[src/tcds_pkg.sv]
package tcds_pkg;

   // Deque size and the widths that follow from it.
   localparam int QUEUE_DEPTH = 16;
   localparam int IDX_W       = (QUEUE_DEPTH > 1) ? $clog2(QUEUE_DEPTH) : 1;
   localparam int CNT_W       = $clog2(QUEUE_DEPTH + 1);

   // Request codes carried in req_type.
   localparam logic [1:0] REQ_NONE   = 2'd0;
   localparam logic [1:0] REQ_NORMAL = 2'd1;
   localparam logic [1:0] REQ_URGENT = 2'd2;

   // Shift operations broadcast along the row of cells.
   localparam logic [1:0] SHIFT_HOLD  = 2'd0;
   localparam logic [1:0] SHIFT_RIGHT = 2'd1;
   localparam logic [1:0] SHIFT_LEFT  = 2'd2;

   // One input transaction.
   typedef struct packed {
      logic [1:0]  req_type;
      logic [7:0]  class_id;
      logic [15:0] requester_id;
      logic [7:0]  service_minutes;
   } tcds_req_type;

   // One result transaction.
   typedef struct packed {
      logic        busy_res;
      logic        is_urgent;
      logic [7:0]  served_class;
      logic [15:0] served_requester;
      logic [7:0]  time_left;
      logic        dropped;
   } tcds_rsp_type;

   // One waiting deque entry.
   typedef struct packed {
      logic        urgent;
      logic [7:0]  class_id;
      logic [15:0] requester_id;
      logic [7:0]  service_minutes;
   } tcds_entry_type;

   // Per-cell control: shared shift operation plus a local load strobe.
   typedef struct packed {
      logic [1:0] op;
      logic       load;
   } tcds_cell_ctl_type;

endpackage

[src/tcds_cell.sv]
module tcds_cell (
   input  logic                       clock,
   input  tcds_pkg::tcds_entry_type   from_left,
   input  tcds_pkg::tcds_entry_type   from_right,
   input  tcds_pkg::tcds_entry_type   new_entry,
   input  tcds_pkg::tcds_cell_ctl_type ctl,
   output tcds_pkg::tcds_entry_type   entry_out
);
   import tcds_pkg::*;

   tcds_entry_type entry_ff;
   tcds_entry_type entry_in;

   // A load wins over the shift; otherwise take a neighbor or hold.
   always_comb begin
      entry_in = entry_ff;
      if (ctl.load) begin
         entry_in = new_entry;
      end else begin
         unique case (ctl.op)
            SHIFT_RIGHT: entry_in = from_left;
            SHIFT_LEFT:  entry_in = from_right;
            default:     entry_in = entry_ff;
         endcase
      end
   end

   always_ff @(posedge clock) begin
      entry_ff <= entry_in;
   end

   assign entry_out = entry_ff;

endmodule

[src/two_class_deque_service_scheduler_core.sv]
// Two-class deque service scheduler.
// Input channel req_valid/req_ready/req_data carries one tick per transaction:
// no request, a normal request (joins the back of the deque) or an urgent
// request (pushed on the front). Result channel rsp_valid/rsp_ready/rsp_data
// returns exactly one result per accepted tick: the entry in service and its
// time left before this tick's decrement, and a flag for a request dropped
// because the deque was full.
// The deque is a row of cells, front at cell 0, that shift together by one
// place, load one slot, or both, per tick. rsp_valid rises in the cycle after
// acceptance; throughput is one transaction per cycle while rsp_ready stays
// high, set by the single result register.
// When the receiver stalls, the result register holds its transaction and
// req_ready goes low until it is taken.
// Reset empties the deque, idles the server and clears rsp_valid; the cell
// contents are not cleared, as the entry count tells which cells are live.
module two_class_deque_service_scheduler_core (
   input  logic                  clock,
   input  logic                  reset,
   input  logic                  req_valid,
   output logic                  req_ready,
   input  tcds_pkg::tcds_req_type req_data,
   output logic                  rsp_valid,
   input  logic                  rsp_ready,
   output tcds_pkg::tcds_rsp_type rsp_data
);
   import tcds_pkg::*;

   logic [CNT_W-1:0] count_ff, count_in;
   logic [7:0]       rem_ff, rem_in;
   logic             cur_urgent_ff, cur_urgent_in;
   logic [7:0]       cur_class_ff, cur_class_in;
   logic [15:0]      cur_requester_ff, cur_requester_in;
   logic             rsp_valid_ff, rsp_valid_in;
   tcds_rsp_type     rsp_ff, rsp_in;

   tcds_entry_type    cell_q [QUEUE_DEPTH];
   tcds_cell_ctl_type cell_ctl [QUEUE_DEPTH];
   tcds_entry_type    new_entry;

   logic             accept;
   logic             is_req, is_urgent_req, full, push, push_head, push_tail, pop;
   logic [CNT_W-1:0] count_after_push;
   logic [1:0]       shift_op;
   logic             load_en;
   logic [IDX_W-1:0] tail_idx;
   tcds_entry_type   pop_word;
   logic [7:0]       rem_eff;

   assign accept    = req_valid && req_ready;
   assign req_ready = !rsp_valid_ff || rsp_ready;

   assign new_entry.urgent          = (req_data.req_type == REQ_URGENT);
   assign new_entry.class_id        = req_data.class_id;
   assign new_entry.requester_id    = req_data.requester_id;
   assign new_entry.service_minutes = req_data.service_minutes;

   // Arrival decode and the server's decision to take the front entry.
   always_comb begin
      is_req           = (req_data.req_type == REQ_NORMAL) ||
                         (req_data.req_type == REQ_URGENT);
      is_urgent_req    = (req_data.req_type == REQ_URGENT);
      full             = (count_ff == CNT_W'(QUEUE_DEPTH));
      push             = accept && is_req && !full;
      push_head        = push && is_urgent_req;
      push_tail        = push && !is_urgent_req;
      count_after_push = count_ff + CNT_W'(push);
      pop              = accept && (rem_ff == 8'd0) && (count_after_push != '0);
   end

   // Shift and load control for the row of cells.
   always_comb begin
      shift_op = SHIFT_HOLD;
      load_en  = 1'b0;
      tail_idx = count_ff[IDX_W-1:0];
      pop_word = cell_q[0];
      if (push_head) begin
         // An urgent arrival taken at once never enters the row.
         if (pop) begin
            pop_word = new_entry;
         end else begin
            shift_op = SHIFT_RIGHT;
         end
      end else if (push_tail) begin
         if (pop) begin
            if (count_ff == '0) begin
               pop_word = new_entry;
            end else begin
               shift_op = SHIFT_LEFT;
               load_en  = 1'b1;
               tail_idx = IDX_W'(count_ff - CNT_W'(1));
            end
         end else begin
            load_en = 1'b1;
         end
      end else if (pop) begin
         shift_op = SHIFT_LEFT;
      end
   end

   // Row of cells, front at index 0.
   for (genvar i = 0; i < QUEUE_DEPTH; i++) begin : g_cell
      tcds_entry_type left_in;
      tcds_entry_type right_in;

      if (i == 0) begin : g_first
         assign left_in = new_entry;
      end else begin : g_mid_l
         assign left_in = cell_q[i-1];
      end

      if (i == QUEUE_DEPTH - 1) begin : g_last
         assign right_in = '0;
      end else begin : g_mid_r
         assign right_in = cell_q[i+1];
      end

      assign cell_ctl[i].op   = shift_op;
      assign cell_ctl[i].load = load_en && (tail_idx == IDX_W'(i));

      tcds_cell u_cell (
         .clock      (clock),
         .from_left  (left_in),
         .from_right (right_in),
         .new_entry  (new_entry),
         .ctl        (cell_ctl[i]),
         .entry_out  (cell_q[i])
      );
   end

   // Server update and result formation.
   always_comb begin
      count_in         = count_ff;
      rem_in           = rem_ff;
      cur_urgent_in    = cur_urgent_ff;
      cur_class_in     = cur_class_ff;
      cur_requester_in = cur_requester_ff;
      rsp_in           = rsp_ff;
      rsp_valid_in     = rsp_valid_ff && !rsp_ready;
      rem_eff          = rem_ff;
      if (accept) begin
         count_in = count_after_push - CNT_W'(pop);
         if (pop) begin
            cur_urgent_in    = pop_word.urgent;
            cur_class_in     = pop_word.class_id;
            cur_requester_in = pop_word.requester_id;
            rem_eff          = pop_word.service_minutes;
         end
         rsp_in         = '0;
         rsp_in.dropped = is_req && full;
         if (rem_eff != 8'd0) begin
            rsp_in.busy_res         = 1'b1;
            rsp_in.is_urgent        = cur_urgent_in;
            rsp_in.served_class     = cur_class_in;
            rsp_in.served_requester = cur_requester_in;
            rsp_in.time_left        = rem_eff;
            rem_in                  = rem_eff - 8'd1;
         end else begin
            rem_in = rem_eff;
         end
         rsp_valid_in = 1'b1;
      end
   end

   always_ff @(posedge clock) begin
      if (reset) begin
         count_ff         <= '0;
         rem_ff           <= '0;
         cur_urgent_ff    <= 1'b0;
         cur_class_ff     <= '0;
         cur_requester_ff <= '0;
         rsp_valid_ff     <= 1'b0;
      end else begin
         count_ff         <= count_in;
         rem_ff           <= rem_in;
         cur_urgent_ff    <= cur_urgent_in;
         cur_class_ff     <= cur_class_in;
         cur_requester_ff <= cur_requester_in;
         rsp_valid_ff     <= rsp_valid_in;
      end
   end

   always_ff @(posedge clock) begin
      rsp_ff <= rsp_in;
   end

   assign rsp_valid = rsp_valid_ff;
   assign rsp_data  = rsp_ff;

endmodule
[config.mk]
export PLATFORM = sky130hd
export DESIGN_NAME = two_class_deque_service_scheduler_core
export DESIGN_NICKNAME = d
export VERILOG_FILES = /design/src/tcds_pkg.sv /design/src/tcds_cell.sv /design/src/two_class_deque_service_scheduler_core.sv
export SDC_FILE = /design/constraint.sdc
export NUM_CORES = 1
export LEC_CHECK = 0
export ABC_AREA = 1
export BUFFER_PORTS_ARGS = -buffer_cell sky130_fd_sc_hd__buf_2
export CAP_MARGIN = 20
export CORE_AREA = 3 3 332 334
export CTS_BUF_LIST = sky130_fd_sc_hd__clkbuf_8
export CTS_CLUSTER_DIAMETER = 50
export DETAILED_ROUTE_END_ITERATION = 8
export DIE_AREA = 0 0 335 337
export HOLD_SLACK_MARGIN = 0.06
export MAX_ROUTING_LAYER = met4
export PLACE_DENSITY = 0.49
export SLEW_MARGIN = 20
export SYNTH_ARGS = -nofsm -noshare
export SYNTH_HDL_FRONTEND = slang
export SYNTH_HIERARCHICAL = 1
export SYNTH_SLANG_ARGS = --single-unit
export TNS_END_PERCENT = 1
[constraint.sdc]
create_clock -name clock -period 10.6 [get_ports clock]
set_input_delay 2.12 -clock clock [delete_from_list [all_inputs] [get_ports clock]]
set_output_delay 2.12 -clock clock [all_outputs]
set_load 0.02 [all_outputs]
# --- After elaboration in Yosys (flattened, before gate mapping) ---
# Cells that the tools add are included.
totals:
  regBits: 602
  latchBits: 0
  ram_bits: 0
  romBits: 0
  input_bits: 38
  output_inout_bits: 37
  wordCells: 209
  mem_count: 0
op_classes:
  n_addsub: 4
  mul: 0
  n_div: 0
  magnitude_cmp: 0
  eq_ne: 20
  shifts: 0
  muxes: 57
  bitwise_logic: 0
  n_reduce_logical: 52
op_table:
  columns: ["cell", "n"]
  rows:
  - ["$pmux W33 S2", 16]
  - ["$mux W33", 19]
  - ["$reduce_bool A3 Y1", 16]
  - ["$mux W34", 1]
  - ["$eq A4 B4 Y1 const B", 8]
  - ["$mux W8", 4]
  - ["$logic_and A1 B1 Y1", 25]
  - ["$eq A4 B3 Y1 const B", 4]
  - ["$mux W16", 1]
  - ["$mux W4", 4]
  - ["$mux W2", 5]
  - ["$eq A4 B2 Y1 const B", 2]
  - ["$logic_not A8 Y1", 1]
  - ["$reduce_bool A8 Y1", 1]
  - ["$sub A8 B1 Y8 const B", 1]
  - ["$mux W1", 7]
  - ["$add A5 B1 Y5", 1]
  - ["$eq A5 B5 Y1 const B", 1]
  - ["$logic_not A5 Y1", 1]
  - ["$reduce_bool A5 Y1", 1]
  - ["$sub A5 B1 Y5", 1]
  - ["$eq A2 B1 Y1 const B", 2]
  - ["$eq A2 B2 Y1 const B", 2]
  - ["$eq A4 B1 Y1 const B", 1]
  - ["4 further kinds", 8]

# --- Depth between registers and ports, before layout ---
logic_depth:
  depth_word: 14
  depth_mapped: 28

# --- Cells and area by module ---
# Netlist, hierarchy kept.
modules_own_cells:
  columns: ["mod", "instances", "cells_per_inst", "area_per_inst_um2", "seq_area_each_um2"]
  rows:
  - ["tcds_cell", 16, 286, 2093.3, 991.0]
  - ["two_class_deque_service_scheduler_core", 1, 513, 4032.6, 1831.8]

# --- Least setup slack after synthesis ---
# Ideal clock, no wire load.
synth_path:
  kind: "input to register"
  from: "input port req_data[32] in the netlist's numbering"
  to: "register g_cell[0].u_cell.entry_ff (netlist bit g_cell[0].u_cell/entry_out[0]) (enable)"
  setup_time_ns: 0.469
  arrival_ns: 9.147
  path_slack_ns: 0.984
  cell_stages: 19
  path_buffers: 4
  path_cell_list: "inv_1 ha_1 nor2_4 nand2_1 clkinv_1 buf_1 ha_1 ha_1 nand2_1 nand2_2 nand3_1 nor2_2 nor2_8 buf_6 clkbuf_1 nor2_1 inv_4 buf_2 o21ai_0"
synth_lines:
  columns: ["element", "line", "source"]
  rows:
  - ["from (decl)", "two_class_deque_service_scheduler_core.sv:21", "input tcds_pkg::tcds_req_type req_data,"]
  - ["to (signal assigned)", "tcds_cell.sv:29", "entry_ff <= entry_in;"]
  - ["to (decl)", "tcds_cell.sv:11", "tcds_entry_type entry_ff;"]

==> impl_metrics.toml <==
[global_routing]
grt_max_degree = 133
overflow = 0
antenna_found_initial = 6
grt_usage = 0.2417
grt_pass1_wl_mm = 202.5
grt_pass1_vias = 32390

[timing]
relSlewSlack = 0.3460
period_minus_slack_ps = 7299
max_freq_mhz = 137.0
layout_setup_ws_ps = 3301
tns_ps = 0
fin_crit_sh = 0.6886
whs_ps = 462.8
rsz0062_at_grt = "no"
setup-violations-final = 0
worstMarginPinSlew_ps = 980.9
slew_viol_final = 0
clock_skew_ps = 36.75
hold_viol = 0

[floorplanning]
die_y_um = 337
die_width_um = 335
fp-row-count = 120
fp.dieArea_um2 = 112900
core_area_um2 = 107200
start_util = 0.3500
ios = 75

[final_layout]
fin_nets = 5128
final-seq-area_um2 = 17690
multiInputGateArea_um2 = 13690
final_layout_size_suffix_gt1_frac = 0.07784
utilization = 0.3784
fillCellCount = 11550
area_delta_synth_final_pct = 8.092
final_common_cell = "nand2_1"
final_cell_mix = "nand2_1, inv_1, nand3_1"

[clock_network]
cts_root_buf = "clkbuf_8"
ctsResizeCount = 0
clk_path_buf_depth = 3
postCtsSetupRepairBufs = 0
clock-sinks = 602
cts_inserted_buffers = 117
path_clk_slew_ps = 60
clk_latency_ps = 800
holdBufCountCts = 0
cts_max_level = 3
cts_tree = "done"

[logic_synthesis]
yosysWarningCount = 6
syn_area_um2 = 37520
synth_cell_types = 35
seq_area_frac_synth = 0.4713
synth_compound_area_frac = 0.01130
synthAdderAreaFrac = 0.002667
synth_mux_area_frac = 0
synth_top_family_by_area = "simple AND/OR/NAND/NOR gates"
syn_inst = 5089
synthSimpleGateAreaFrac = 0.3416
synth-xor-area-share = 0.002101
syn_avg_cell_area_um2 = 7.374
ys_ff_latch = 602

[critical_path]
slowest_delay_ps = 730
r2r.worst_path.cells = 20
path_cells = "buf_2, inv_1, ha_1, nor2_4, nand2_1, clkinv_1, ha_1, ha_1, nand2_1, nand2_2, nand3_1, nor2_2, nor2_8, nand4_1, xor2_1, nand3_1, nor2_2, buf_4, inv_2, nand3_1, nand2_1"
cp-start-kind = "input port"
critPathRequiredTime_ps = 11120
cp_max_fo = 62
worstSetupPathType = "input port to flop"
worstPathArrival_ps = 7820
r2r_end = "g_cell[8].u_cell/entry_out[31]"
r2r_setup_slack_ps = 4120
rr_startpoint = "count_ff[1]"
cpMaxStageDelayCell = "nor2_2"
cp-end-kind = "flop"

[hold_path]
hold_path_class = "flop to flop"
hold_path_end = "rem_ff[7]"
min_from = "rem_ff[7]"
holdPathStages = 2

[routing]
drtAntennaViolNets = 0
wl_mm = 134.6
drtIter0Drc = 3026
vias = 32990
wl_per_cell_um = 20.45
first_pass_iters = 5
drc = 0
vias_per_cell = 5.011

[outcome]
status = "complete, no violations"

[power_and_ir_drop]
total_power_mw = 10.71
ir_drop_mv = 0.2304
power.leakage_nw = 20.69
power_density_nw_per_um2 = 264.0

[placement]
port_buffers = 74
routabilityCongestion = 0.8286
place_ws_ps = 2531
hpwl_mm = 88.75

[flow_run]
cap_viol_max_count = 0
## registers in the layout, indices dropped and copies added, names as in the netlist
register / cells
count_ff: 5
cur_class_ff: 8
cur_requester_ff: 16
cur_urgent_ff: 1
g_cell.u_cell/entry_out: 528
rem_ff: 8
rsp_data: 35
rsp_valid: 1
## cells by family (layout without fill, tap and decap cells)
| family | after synthesis | in the layout |
|---|---|---|
| xor gates and xnor gates | 9 | 9 |
| DFF | 602 | 602 |
| adders and majority gates | 8 | 8 |
| AOI/OAI and AO/OA | 80 | 80 |
| and+or+nand+nor | 2952 | 2952 |
| buffers and inverters | 1437 | 1493 |
| other | 1 | 35 |
## stage by stage
| step | cells | area [um^2] |
|---|---|---|
| after detailed placement | 6366 | 38400 |
| after global routing | 6582 | 40560 |
| after floorplan | 5121 | 37640 |
| after CTS | 6580 | 40560 |
| final | 6582 | 40560 |
| after global placement | 6363 | 38320 |
## critical path, delay by kind of cell
kind,cells,cell delay (ps)
adder cells (fa/ha/maj),3,1180
XOR/XNOR,1,280
buffers and inverters,5,1550
AND/OR/NAND/NOR,12,2670
## layer usage
| metal | GRT usage | vias to the layer above | wire [um] |
|---|---|---|---|
| li1 | - | 15740 | - |
| met1 | 0.3161 | 15690 | 58720 |
| met2 | 0.3870 | 1317 | 62700 |
| met3 | 0.03765 | 239 | 9137 |
| met4 | 0.07317 | 0 | 4013 |
| met5 | - | - | 0 |
## synthesized netlist by cell type, drive strengths merged
library cell / n / share of area
conb: 1 / 0.00010
a21oi: 30 / 0.0043
nand2: 1722 / 0.18
dfxtp: 39 / 0.021
inv: 1141 / 0.12
xnor2: 2 / 0.00047
nand3: 1125 / 0.15
clkinv: 1 / 0.00010
clkbuf: 12 / 0.0012
ha: 8 / 0.0027
a221oi: 1 / 0.00023
a211oi: 2 / 0.00040
xor2: 7 / 0.0016
o21ai: 47 / 0.0064
nor3: 1 / 0.00013
edfxtp: 563 / 0.45
nand4: 12 / 0.0020
buf: 283 / 0.054
nor2: 92 / 0.011
## layout make-up
class / instances / share of cell area
clock inverter: 95 / 0.01274
clock buffer: 119 / 0.04038
tap: 1403 / 0.04328
inverter: 1142 / 0.1068
antenna: 2 / 0.0001234
timing repair buffer: 137 / 0.02320
multi-input combinational: 3082 / 0.3374
sequential: 602 / 0.4361
## how the worst max path moves through the flow
stage                       from                             end  slack (ps)  cells after the start
finish              req_data[32]  g_cell[8].u_cell/entry_out[31]        3300                     21
global route        req_data[32]  g_cell[8].u_cell/entry_out[23]        2890                     21
CTS                 req_data[32]  g_cell[8].u_cell/entry_out[31]        3390                     21
detailed placement  req_data[32]   g_cell[8].u_cell/entry_out[4]        2530                     21
global placement    req_data[32]   g_cell[8].u_cell/entry_out[9]        2580                     23
floorplan           req_data[32]   g_cell[0].u_cell/entry_out[0]         980                     19
## power by group
| group | leakage [nW] | switching (mW) | internal [mW] | total [mW] |
|---|---|---|---|---|
| clock | 1.27 | 1.11 | 1.12 | 2.23 |
| combinational | 13.9 | 3.01 | 1.23 | 4.24 |
| sequential | 5.52 | 0.411 | 3.82 | 4.23 |
Power figures use the tool's default switching activity.
